`config.mk`:
```
export PLATFORM = sky130hd
export DESIGN_NAME = register_machine_alu_executor
export DESIGN_NICKNAME = d
export VERILOG_FILES = /design/src/rtl/rmae_pkg.sv /design/src/rtl/register_machine_alu_executor.sv
export VERILOG_INCLUDE_DIRS = /design/src /design/src/rtl
export SDC_FILE = /design/constraint.sdc
export NUM_CORES = 2
export LEC_CHECK = 0
export ABC_AREA = 0
export BUFFER_PORTS_ARGS = -buffer_cell sky130_fd_sc_hd__buf_2
export CAP_MARGIN = 15
export CORE_ASPECT_RATIO = 0.5
export CORE_MARGIN = 1.5
export CORE_UTILIZATION = 40
export CTS_BUF_LIST = sky130_fd_sc_hd__clkbuf_2 sky130_fd_sc_hd__clkbuf_4 sky130_fd_sc_hd__clkbuf_8
export CTS_CLUSTER_DIAMETER = 30
export CTS_CLUSTER_SIZE = 40
export DETAILED_ROUTE_END_ITERATION = 10
export PLACE_DENSITY = 0.61
export SETUP_SLACK_MARGIN = 0.05
export SLEW_MARGIN = 20
export SYNTH_ARGS = -nofsm -noshare
export SYNTH_HDL_FRONTEND = slang
export SYNTH_SLANG_ARGS = --single-unit
```
`constraint.sdc`:
```
create_clock -name clock -period 10 [get_ports clock]
set_input_delay 1 -clock clock [delete_from_list [all_inputs] [get_ports clock]]
set_output_delay 1 -clock clock [all_outputs]
set_load 0.1 [all_outputs]
```
`src/rtl/register_machine_alu_executor_macros.svh`:
```
// assertion macros for the register machine executor
`ifndef REGISTER_MACHINE_ALU_EXECUTOR_MACROS_SVH
`define REGISTER_MACHINE_ALU_EXECUTOR_MACROS_SVH

// same-cycle implication, disabled during reset
`define RMAE_ASSERT_NOW(label, clk, rst, pre, post, msg) \
   label: assert property (@(posedge clk) disable iff (rst) (pre) |-> (post)) \
      else $error(msg);

// next-cycle implication, disabled during reset
`define RMAE_ASSERT_NEXT(label, clk, rst, pre, post, msg) \
   label: assert property (@(posedge clk) disable iff (rst) (pre) |=> (post)) \
      else $error(msg);

`endif

```
`src/rtl/rmae_pkg.sv`:
```
// types, constants and helpers shared by the register machine executor
`timescale 1ns / 1ps
`default_nettype none

package rmae_pkg;

   localparam int NUM_REGS   = 32;
   localparam int DATA_WIDTH = 32;
   localparam int IDX_W      = 5;
   localparam int REG_AW     = $clog2(NUM_REGS);
   localparam int CNT_W      = $clog2(DATA_WIDTH);

   typedef logic signed [DATA_WIDTH-1:0] data_type;
   typedef logic [IDX_W-1:0]             idx_type;

   typedef enum logic [3:0] {
      OP_IN   = 4'd0,
      OP_OUT  = 4'd1,
      OP_MOV  = 4'd2,
      OP_XCHG = 4'd3,
      OP_ADD  = 4'd4,
      OP_SUB  = 4'd5,
      OP_MUL  = 4'd6,
      OP_DIV  = 4'd7,
      OP_MOD  = 4'd8,
      OP_AND  = 4'd9,
      OP_OR   = 4'd10,
      OP_XOR  = 4'd11
   } op_type;

   typedef enum logic [2:0] {
      ST_IDLE,
      ST_EXEC,
      ST_XCHG,
      ST_ITER,
      ST_WRITE
   } state_type;

   typedef struct packed {
      op_type             mode;
      idx_type            dest_reg;
      idx_type            src_a;
      idx_type            src_b;
      logic               three_operand;
      logic signed [31:0] immediate;
   } req_payload_type;

   typedef struct packed {
      logic signed [31:0] out_value;
      logic               div_error;
   } rsp_payload_type;

   // register index names an existing register
   function automatic logic idx_ok(idx_type idx);
      return {1'b0, idx} < (IDX_W + 1)'(NUM_REGS);
   endfunction

endpackage

`default_nettype wire

```
`src/rtl/register_machine_alu_executor.sv`:
```
// register machine executor: register file memory, execute control and iterative mul/div
`timescale 1ns / 1ps
`default_nettype none
`include "register_machine_alu_executor_macros.svh"

// Executes one decoded instruction per req beat against a file of NUM_REGS signed
// registers of DATA_WIDTH bits, all zero after reset. The register file is a memory
// with two registered read ports and one write port; per-register valid bits make an
// entry read as zero until it is first written, so no clearing pass runs after reset.
// One instruction is in flight at a time: req_stall is high from the accepting edge
// until the last register write, which also keeps every read from seeing a stale entry.
// IN, OUT, MOV, ADD, SUB, AND, OR, XOR and a divide by zero accept, then execute; XCHG
// makes two writes through the single write port; MUL, DIV and MOD run through the
// shift-add multiplier and restoring divider, which retire one bit per cycle.
// Results (OUT, divide error) land in an output register, so the next instruction is
// taken while a result beat still waits on rsp_stall; an instruction that needs that
// register while it is still held waits in execute. Unused modes retire silently.
module register_machine_alu_executor (
   input  wire                      clock,
   input  wire                      reset,
   input  wire                      req_valid,
   output logic                     req_stall,
   input  wire rmae_pkg::req_payload_type req_payload,
   output logic                     rsp_valid,
   input  wire                      rsp_stall,
   output rmae_pkg::rsp_payload_type rsp_payload
);
   import rmae_pkg::*;

   // control state
   state_type state_ff, state_in;

   // register file and per-entry valid bits
   data_type  reg_mem [NUM_REGS];
   logic      reg_valid_ff [NUM_REGS];

   // instruction fields held for the whole execution
   op_type    op_ff;
   idx_type   dest_ff;
   idx_type   srca_ff;
   data_type  imm_ff;

   // registered read data and its qualifiers
   data_type  rd_x_ff, rd_y_ff;
   logic      x_ok_ff, y_ok_ff;

   // iterative multiply / divide unit
   data_type          op_a_ff, op_b_ff, acc_ff;
   logic [CNT_W-1:0]  cnt_ff;
   logic              neg_ff;

   // output register
   logic            rsp_valid_ff;
   rsp_payload_type rsp_payload_ff;

   // combinational controls
   logic            accept;
   logic            arith_sel;
   idx_type         rd_idx_x, rd_idx_y;
   data_type        x_val, y_val, alu_val, final_val, mag_x, mag_y;
   data_type        shifted, trial;
   logic            slot_free;
   logic            wr_req, wr_en;
   idx_type         wr_idx;
   logic [REG_AW-1:0] wr_addr;
   data_type        wr_data;
   logic            rsp_load;
   rsp_payload_type rsp_data;
   logic            iter_start, iter_step;

   assign accept    = req_valid && !req_stall;
   assign slot_free = !rsp_valid_ff || !rsp_stall;

   // operand selection at accept: three-operand arithmetic reads a and b,
   // everything else reads dest and a
   always_comb begin
      arith_sel = 1'b0;
      case (req_payload.mode)
         OP_ADD, OP_SUB, OP_MUL, OP_DIV, OP_MOD, OP_AND, OP_OR, OP_XOR: begin
            arith_sel = req_payload.three_operand;
         end
         default: begin
            arith_sel = 1'b0;
         end
      endcase
      rd_idx_x = arith_sel ? req_payload.src_a : req_payload.dest_reg;
      rd_idx_y = arith_sel ? req_payload.src_b : req_payload.src_a;
   end

   // register file: two reads on the accepting edge, one write per cycle
   always_ff @(posedge clock) begin
      if (wr_en) begin
         reg_mem[wr_addr] <= wr_data;
      end
      if (accept) begin
         rd_x_ff <= reg_mem[rd_idx_x[REG_AW-1:0]];
         rd_y_ff <= reg_mem[rd_idx_y[REG_AW-1:0]];
      end
   end

   // valid bits: unwritten or missing registers read as zero
   always_ff @(posedge clock) begin
      if (reset) begin
         for (int i = 0; i < NUM_REGS; i++) begin
            reg_valid_ff[i] <= 1'b0;
         end
      end else if (wr_en) begin
         reg_valid_ff[wr_addr] <= 1'b1;
      end
   end

   // capture instruction fields and read qualifiers
   always_ff @(posedge clock) begin
      if (accept) begin
         op_ff   <= req_payload.mode;
         dest_ff <= req_payload.dest_reg;
         srca_ff <= req_payload.src_a;
         imm_ff  <= DATA_WIDTH'(req_payload.immediate);
         x_ok_ff <= idx_ok(rd_idx_x) && reg_valid_ff[rd_idx_x[REG_AW-1:0]];
         y_ok_ff <= idx_ok(rd_idx_y) && reg_valid_ff[rd_idx_y[REG_AW-1:0]];
      end
   end

   assign x_val = x_ok_ff ? rd_x_ff : '0;
   assign y_val = y_ok_ff ? rd_y_ff : '0;
   assign mag_x = x_val[DATA_WIDTH-1] ? -x_val : x_val;
   assign mag_y = y_val[DATA_WIDTH-1] ? -y_val : y_val;

   // combinational add, sub, and, or and xor
   always_comb begin
      case (op_ff)
         OP_ADD:  alu_val = x_val + y_val;
         OP_SUB:  alu_val = x_val - y_val;
         OP_AND:  alu_val = x_val & y_val;
         OP_OR:   alu_val = x_val | y_val;
         default: alu_val = x_val ^ y_val;
      endcase
   end

   // restoring divide step: remainder stays below the divisor magnitude
   assign shifted = {acc_ff[DATA_WIDTH-2:0], op_a_ff[DATA_WIDTH-1]};
   assign trial   = shifted - op_b_ff;

   // final value of the iterative unit, sign fixed for div and mod
   always_comb begin
      case (op_ff)
         OP_DIV:  final_val = neg_ff ? -op_a_ff : op_a_ff;
         OP_MOD:  final_val = neg_ff ? -acc_ff : acc_ff;
         default: final_val = acc_ff;
      endcase
   end

   // next state
   always_comb begin
      state_in = state_ff;
      case (state_ff)
         ST_IDLE: begin
            if (accept) state_in = ST_EXEC;
         end
         ST_EXEC: begin
            case (op_ff)
               OP_OUT: begin
                  if (slot_free) state_in = ST_IDLE;
               end
               OP_XCHG: begin
                  state_in = ST_XCHG;
               end
               OP_MUL: begin
                  state_in = ST_ITER;
               end
               OP_DIV, OP_MOD: begin
                  if (y_val != '0) state_in = ST_ITER;
                  else if (slot_free) state_in = ST_IDLE;
               end
               default: begin
                  state_in = ST_IDLE;
               end
            endcase
         end
         ST_XCHG: begin
            state_in = ST_IDLE;
         end
         ST_ITER: begin
            if (cnt_ff == '0) state_in = ST_WRITE;
         end
         ST_WRITE: begin
            state_in = ST_IDLE;
         end
         default: begin
            state_in = ST_IDLE;
         end
      endcase
   end

   // outputs of the control
   always_comb begin
      req_stall  = 1'b1;
      wr_req     = 1'b0;
      wr_idx     = dest_ff;
      wr_data    = alu_val;
      rsp_load   = 1'b0;
      rsp_data   = '{out_value: 32'(x_val), div_error: 1'b0};
      iter_start = 1'b0;
      iter_step  = 1'b0;
      case (state_ff)
         ST_IDLE: begin
            req_stall = 1'b0;
         end
         ST_EXEC: begin
            case (op_ff)
               OP_IN: begin
                  wr_req  = 1'b1;
                  wr_data = imm_ff;
               end
               OP_OUT: begin
                  rsp_load = slot_free;
               end
               OP_MOV, OP_XCHG: begin
                  wr_req  = 1'b1;
                  wr_data = y_val;
               end
               OP_ADD, OP_SUB, OP_AND, OP_OR, OP_XOR: begin
                  wr_req = 1'b1;
               end
               OP_MUL: begin
                  iter_start = 1'b1;
               end
               OP_DIV, OP_MOD: begin
                  if (y_val != '0) begin
                     iter_start = 1'b1;
                  end else begin
                     // zero divisor: error beat, destination untouched
                     rsp_load = slot_free;
                     rsp_data = '{out_value: '0, div_error: 1'b1};
                  end
               end
               default: begin
                  wr_req = 1'b0;
               end
            endcase
         end
         ST_XCHG: begin
            // second half of the swap: old dest value into src_a
            wr_req  = 1'b1;
            wr_idx  = srca_ff;
            wr_data = x_val;
         end
         ST_ITER: begin
            iter_step = 1'b1;
         end
         ST_WRITE: begin
            wr_req  = 1'b1;
            wr_data = final_val;
         end
         default: begin
            req_stall = 1'b1;
         end
      endcase
   end

   // writes to missing registers are dropped
   assign wr_en   = wr_req && idx_ok(wr_idx);
   assign wr_addr = wr_idx[REG_AW-1:0];

   always_ff @(posedge clock) begin
      if (reset) begin
         state_ff <= ST_IDLE;
      end else begin
         state_ff <= state_in;
      end
   end

   // shift-add multiplier and restoring divider, one bit per cycle
   always_ff @(posedge clock) begin
      if (iter_start) begin
         acc_ff <= '0;
         cnt_ff <= CNT_W'(DATA_WIDTH - 1);
         if (op_ff == OP_MUL) begin
            op_a_ff <= x_val;
            op_b_ff <= y_val;
         end else begin
            op_a_ff <= mag_x;
            op_b_ff <= mag_y;
         end
         if (op_ff == OP_DIV) begin
            neg_ff <= x_val[DATA_WIDTH-1] ^ y_val[DATA_WIDTH-1];
         end else begin
            neg_ff <= x_val[DATA_WIDTH-1];
         end
      end else if (iter_step) begin
         cnt_ff <= cnt_ff - 1'b1;
         if (op_ff == OP_MUL) begin
            if (op_b_ff[0]) acc_ff <= acc_ff + op_a_ff;
            op_a_ff <= op_a_ff << 1;
            op_b_ff <= op_b_ff >> 1;
         end else if ($unsigned(shifted) >= $unsigned(op_b_ff)) begin
            acc_ff  <= trial;
            op_a_ff <= {op_a_ff[DATA_WIDTH-2:0], 1'b1};
         end else begin
            acc_ff  <= shifted;
            op_a_ff <= {op_a_ff[DATA_WIDTH-2:0], 1'b0};
         end
      end
   end

   // output register between the execute logic and the rsp channel
   always_ff @(posedge clock) begin
      if (reset) begin
         rsp_valid_ff <= 1'b0;
      end else if (rsp_load) begin
         rsp_valid_ff <= 1'b1;
      end else if (!rsp_stall) begin
         rsp_valid_ff <= 1'b0;
      end
   end

   always_ff @(posedge clock) begin
      if (rsp_load) begin
         rsp_payload_ff <= rsp_data;
      end
   end

   assign rsp_valid   = rsp_valid_ff;
   assign rsp_payload = rsp_payload_ff;

   // an accepted instruction always goes to execute next
   `RMAE_ASSERT_NEXT(a_accept_exec, clock, reset, accept, state_ff == ST_EXEC,
      "accepted instruction did not reach execute")
   // a result beat never overwrites one that is still held
   `RMAE_ASSERT_NOW(a_rsp_no_overwrite, clock, reset, rsp_load,
      !rsp_valid_ff || !rsp_stall, "result register overwritten while held")
   // the iterative unit hands over to the write-back after its last bit
   `RMAE_ASSERT_NEXT(a_iter_done, clock, reset, state_ff == ST_ITER && cnt_ff == '0,
      state_ff == ST_WRITE, "iterative unit did not finish")
   // a written register reads as valid from then on
   `RMAE_ASSERT_NEXT(a_wr_valid, clock, reset, wr_en, reg_valid_ff[$past(wr_addr)],
      "valid bit not set by a write")
   // no register write while idle
   `RMAE_ASSERT_NOW(a_idle_no_write, clock, reset, state_ff == ST_IDLE, !wr_req,
      "register write while idle")

endmodule

`default_nettype wire

```
# Word-level counts from Yosys, hierarchy flattened
# Memory sizes are Yosys's and may differ from the RTL's. A register that Yosys moved wholly into a read port is not among the register bits.
# Index checks and enable logic that the tools add are counted.
# classes
addsub	9
n_reduce_logical	20
muxes	57
order_cmp	1
n_eq_ne	27
bitwise_logic	4
# ops
operator	n
$mux W32	16
$neg A32 Y32	4
$pmux W32 S2	2
$pmux W32 S4	1
$mux W33	3
$pmux W32 S3	1
$add A32 B32 Y32	2
$sub A32 B32 Y32	2
$and A32 B32 Y32	1
$eq A4 B3 Y1 const B	8
$eq A4 B4 Y1 const B	8
$ge A32 B32 Y1	1
$or A32 B32 Y32	1
$reduce_bool A32 Y1	1
$xor A32 B32 Y32	1
$mux W1	21
$mux W5	4
$reduce_or A8 Y1	2
$mux W3	4
$pmux W3 S4	1
$pmux W3 S3	1
$eq A4 B2 Y1 const B	2
$reduce_and A2 Y1	4
$eq A3 B2 Y1 const B	2
other kinds (17)	25
# totals
mem_bits_rw	1056
mem_count	2
reg_bits	185
output_inout_bits	35
# memory_table
memory	words	word_bits	read_ports	rd_ports_with_merged_regs	write_ports	line	text
reg_mem	32	32	2	2	1	register_machine_alu_executor.sv:34	data_type reg_mem [NUM_REGS];
reg_valid_ff	32	1	2	2	32	register_machine_alu_executor.sv:35	logic reg_valid_ff [NUM_REGS];

# Depth between registers and ports, before layout
# depth
ltp_word	9
depth_mapped	22
ltp_nobuf	19

# Worst setup path before layout
# No wires, ideal clock.
# synth_path
kind	reg2reg
from	register y_ok_ff, read port of reg_valid_ff
to	memory reg_mem[0][22] in the netlist's numbering (data pin)
required_ns	9.385
t_arrival_ns	6.530
path_stages_with_launch	19
setup_ns	0.615
setup_slack_ns	2.855
path_cell_list	edfxtp_1 > clkbuf_1 > clkbuf_1 > clkbuf_1 > clkbuf_1 > nand2_1 > ha_1 > and2_1 > nand2_1 > nand3_1 > a32oi_1 > ha_1 > and3_1 > o311ai_0 > nand2_1 > a41o_1 > a41oi_1 > a21oi_1 > o311ai_0
# synth_via
elab_chain_cells	5
# synth_rtl
element	line	text
start: declaration	register_machine_alu_executor.sv:45	logic x_ok_ff, y_ok_ff;
$mux W32 (*)	register_machine_alu_executor.sv:125	assign y_val = y_ok_ff ? rd_y_ff : '0;
$sub A32 B32 Y32, or another cell as far along	register_machine_alu_executor.sv:133	OP_SUB: alu_val = x_val - y_val;
$pmux W32 S4	register_machine_alu_executor.sv:131	case (op_ff)
$pmux W32 S2	register_machine_alu_executor.sv:210	case (op_ff)
$pmux W32 S3 (*)	register_machine_alu_executor.sv:205	case (state_ff)
named net wr_data[22]	register_machine_alu_executor.sv:66	data_type wr_data;
end: declaration	register_machine_alu_executor.sv:34	
# Mark *: on every way through the listed nets, which the timed path passes. The rest lies on a longest branch.

# Worst setup path after layout
# layout_path
from	register rd_y_ff[7], read port of reg_mem
to	memory reg_mem[3][26] in the netlist's numbering (data pin)
# layout_via
elab_chain_cells	5
# layout_rtl
element	line	text
start: declaration	register_machine_alu_executor.sv:44	data_type rd_x_ff, rd_y_ff;
$mux W32 (*)	register_machine_alu_executor.sv:125	
$sub A32 B32 Y32 / $add A32 B32 Y32 (equally long branches)	register_machine_alu_executor.sv:133, register_machine_alu_executor.sv:132	
$pmux W32 S4 (*)	register_machine_alu_executor.sv:131	
$pmux W32 S2	register_machine_alu_executor.sv:210	
$pmux W32 S3 (*)	register_machine_alu_executor.sv:205	
named net wr_data[26]	register_machine_alu_executor.sv:66	
# Marked as above.

==> results.toml <==
[worst_hold_path]
hold_path_class = "in -> reg"
whs_endpoint = "imm_ff[30]"
hold_start = "req_payload[30]"
holdPathStages = 1

[critical_path]
crit_slowest_cell = "a2111oi_0"
critical_path_arrival_ns = 7.68
cp_data_required_time_ns = 10.47
timing.rr.end = "reg_mem[3][26]"
max_stage_delay_ns = 0.94
path_class = "reg -> reg"
critPathMaxFanout = 32
cpMostUsedCell = "a21oi_1"
r2r_setup_slack_ns = 2.79
r2r_cells = 16
worstSetupEndpointType = "flop"
r2r_start = "rd_y_ff[7]"
start_kind = "flop"
cp_cell_sequence = "or4_1, nor3_1, nand3_1, a21oi_1, nand4_1, nand2_1, xnor2_1, ha_1, a21o_1, a21o_1, a21oi_1, or3_1, a21oi_1, a2111oi_0, o21ai_0, a211o_1"

[power_and_ir_drop]
power_density_mw_per_mm2 = 186.4
p_leak_uw = 0.02735
ir_drop_mv = 0.09673
total_power_uw = 14680

[final_layout]
syn_to_final_growth_pct = 12.48
multi_input_area_mm2 = 0.03030
fillCellCount = 15410
drive_gt1_share_pct = 21.81
layout.area.seq_mm2 = 0.03852
layout.nets = 5768

[logic_synthesis]
synth_top_cell_area_share_pct = 52.91
synth_edf_count = 1234
synthTopCellsByCount = "edfxtp_1, nand2_1, mux4_2"
postSynth.asyncResetShare_pct = 0
synthCells = 5446
yosysSeqAreaShare_pct = 55.00
yosys.area.top_type = "edfxtp_1"
syn_nets = 5668
netlist_top_cells_area = "edfxtp_1, mux4_2, nand2_1"
synth_area_mm2 = 0.07003
netlist-cell-type-count = 82
ys_ff_latch = 1307
synth_warnings = 0
yosysMostFrequentCell = "edfxtp_1"
synthFlopType = "edfxtp_1"
synth_area_per_cell_um2 = 12.86

[clock_network]
cts.repair.resized = 0
clk_pin_slew_worst_paths_ns = 0.07
clockRootBuffer = "clkbuf_8"
cts-buffers-inserted = 212
holdBufCountCts = 0
cts_sinks = 1307
post-cts-setup-buffers = 0
cts_tree = "built"
h-tree-depth = 4
clockBufferDepth = 4
clk_latency_ns = 0.98

[route]
routed_wl_mm = 253.4
antenna_left = 0
dr_total_vias = 51390
wl_per_cell_um = 31.55
drt_iter0_markers = 7324
drtPass1Iterations = 6
drc_errors = 0
viasPerCell = 6.397

[outcome]
status = "finished clean"

[floorplanning]
io_pins = 91
initial_core_util_pct = 40.33
die_y_um = 298.9
fp-row-count = 108
dieArea_mm2 = 0.1778
placeableCoreArea_mm2 = 0.1736
dieWidth_um = 594.8

[placement]
dp_hpwl_mm = 155.7
gp_congestion = 0.9572
portBuffers = 90

[timing]
rsz0062_at_grt = "no"
skew_ns = 0.1412
layout_min_cycle_time_ns = 7.209
relSlewSlack_pct = 24.16
period_share_pct = 72.09
setup_tns_ns = 0
finalHoldViolations = 0
max_slew.worst_pin.slew_ns = 1.133
slew_viol_final = 0
setup_viol = 0
fmax_mhz = 138.7

[grt]
overflow = 0
grt_usage_pct = 27.99
antenna_found_initial = 8
grt_start_max_net_pins = 134
grt_pass1_vias = 50510
grt_pass1_wl_mm = 360.2

[flow_run]
maxCapViolCount = 0
-- final cells by class --
cell class | count | area share, %
inverters | 130 | 0.6195
flip-flops and latches | 1307 | 48.90
well taps | 2310 | 3.669
clock buffers | 228 | 3.896
diodes | 3 | 0.009530
multi-input cells | 3657 | 38.47
clock inverters | 161 | 2.248
repair buffers | 238 | 2.192
-- worst max-delay path: cells and delay by family, from the launching register on --
family	cells	cell delay [ns]
compound gates	8	3.26
simple gates	6	2.13
flops	1	0.68
fa+ha+maj	1	0.46
xor+xnor	1	0.14
-- power breakdown --
group          total (uW)  switching, uW  internal, uW
logic                2820           1870           954
clock network        5330           2520          2810
registers            6530            170          6360
-- metrics by stage --
step                      cell area, um^2  hold WS [ns]  setup WS [ns]  cells  utilization, %
after detailed placement            73820        0.4803          3.206   7639           42.51
final                               78770        0.2190          2.791   8034           45.37
after global routing                78770        0.2070          2.709   8032           45.36
after floorplan                     70030        0.4519          2.855   5446               -
after global placement              73810        0.4634          2.962   7639           42.51
after CTS                           78660        0.1831          3.114   8028           45.30
-- flip-flops by register name, indices dropped and copies added (netlist names) --
register and cells:
op_a_ff 32, rd_y_ff 32, imm_ff 32, state_ff 3, rd_x_ff 32, neg_ff 1, rsp_payload 33, srca_ff 5
x_ok_ff 1, acc_ff 32, reg_mem 1024, cnt_ff 5, y_ok_ff 1, dest_ff 5, op_ff 4, rsp_valid 1
op_b_ff 32, reg_valid_ff 32
-- worst max path at each step --
stage	from	endpoint	slack [ns]	cells after the start
floorplan	y_ok_ff	reg_mem[0][22]	2.85	18
CTS	rd_y_ff[7]	reg_mem[3][26]	3.11	14
global route	rd_y_ff[7]	reg_mem[3][26]	2.71	14
finish	rd_y_ff[7]	reg_mem[3][26]	2.79	16
global placement	rd_y_ff[7]	reg_mem[24][29]	2.96	17
detailed placement	rd_y_ff[7]	reg_mem[29][26]	3.21	14
-- layer usage --
metal  part of all wire [%]  track usage [%]  up-vias
met4                    4.1            10.95        2
met1                     39            38.02    26110
met3                     12            7.085      591
met2                     45            43.29     3338
li1                       -                -    21350
met5                 0.0051                0        -
-- cell families (layout without fill, tap and decap cells) --
kind of cell,Yosys count,in the layout,share of synthesized area (%)
buf+inv,482,757,2.658
xor+xnor,170,170,2.126
other cells,0,3,0
simple gates,1842,1842,11.42
compound gates,914,914,8.277
fa+ha+maj,166,166,2.998
mux,565,565,17.52
flops,1307,1307,55.00
-- layout by cell type (no fill, tap or decap), types with 33 or more instances in the layout --
cell / Yosys / layout
nor2_4: 0 / 33
o22ai_1: 41 / 41
nand3_1: 395 / 395
nor2_1: 336 / 299
o31ai_1: 34 / 33
nor3_1: 49 / 49
nand2_1: 885 / 884
a21o_1: 41 / 41
a21oi_1: 177 / 176
xnor2_1: 112 / 112
xor2_1: 58 / 58
edfxtp_1: 1234 / 1234
mux4_2: 528 / 528
a211oi_1: 36 / 36
o21ai_0: 303 / 288
dfxtp_1: 73 / 73
buf_2: 9 / 90
a22oi_1: 35 / 35
a31oi_1: 34 / 34
clkbuf_8: 0 / 217
inv_1: 129 / 129
buf_4: 5 / 136
ha_1: 163 / 163
(Power assumes the default switching activity.)
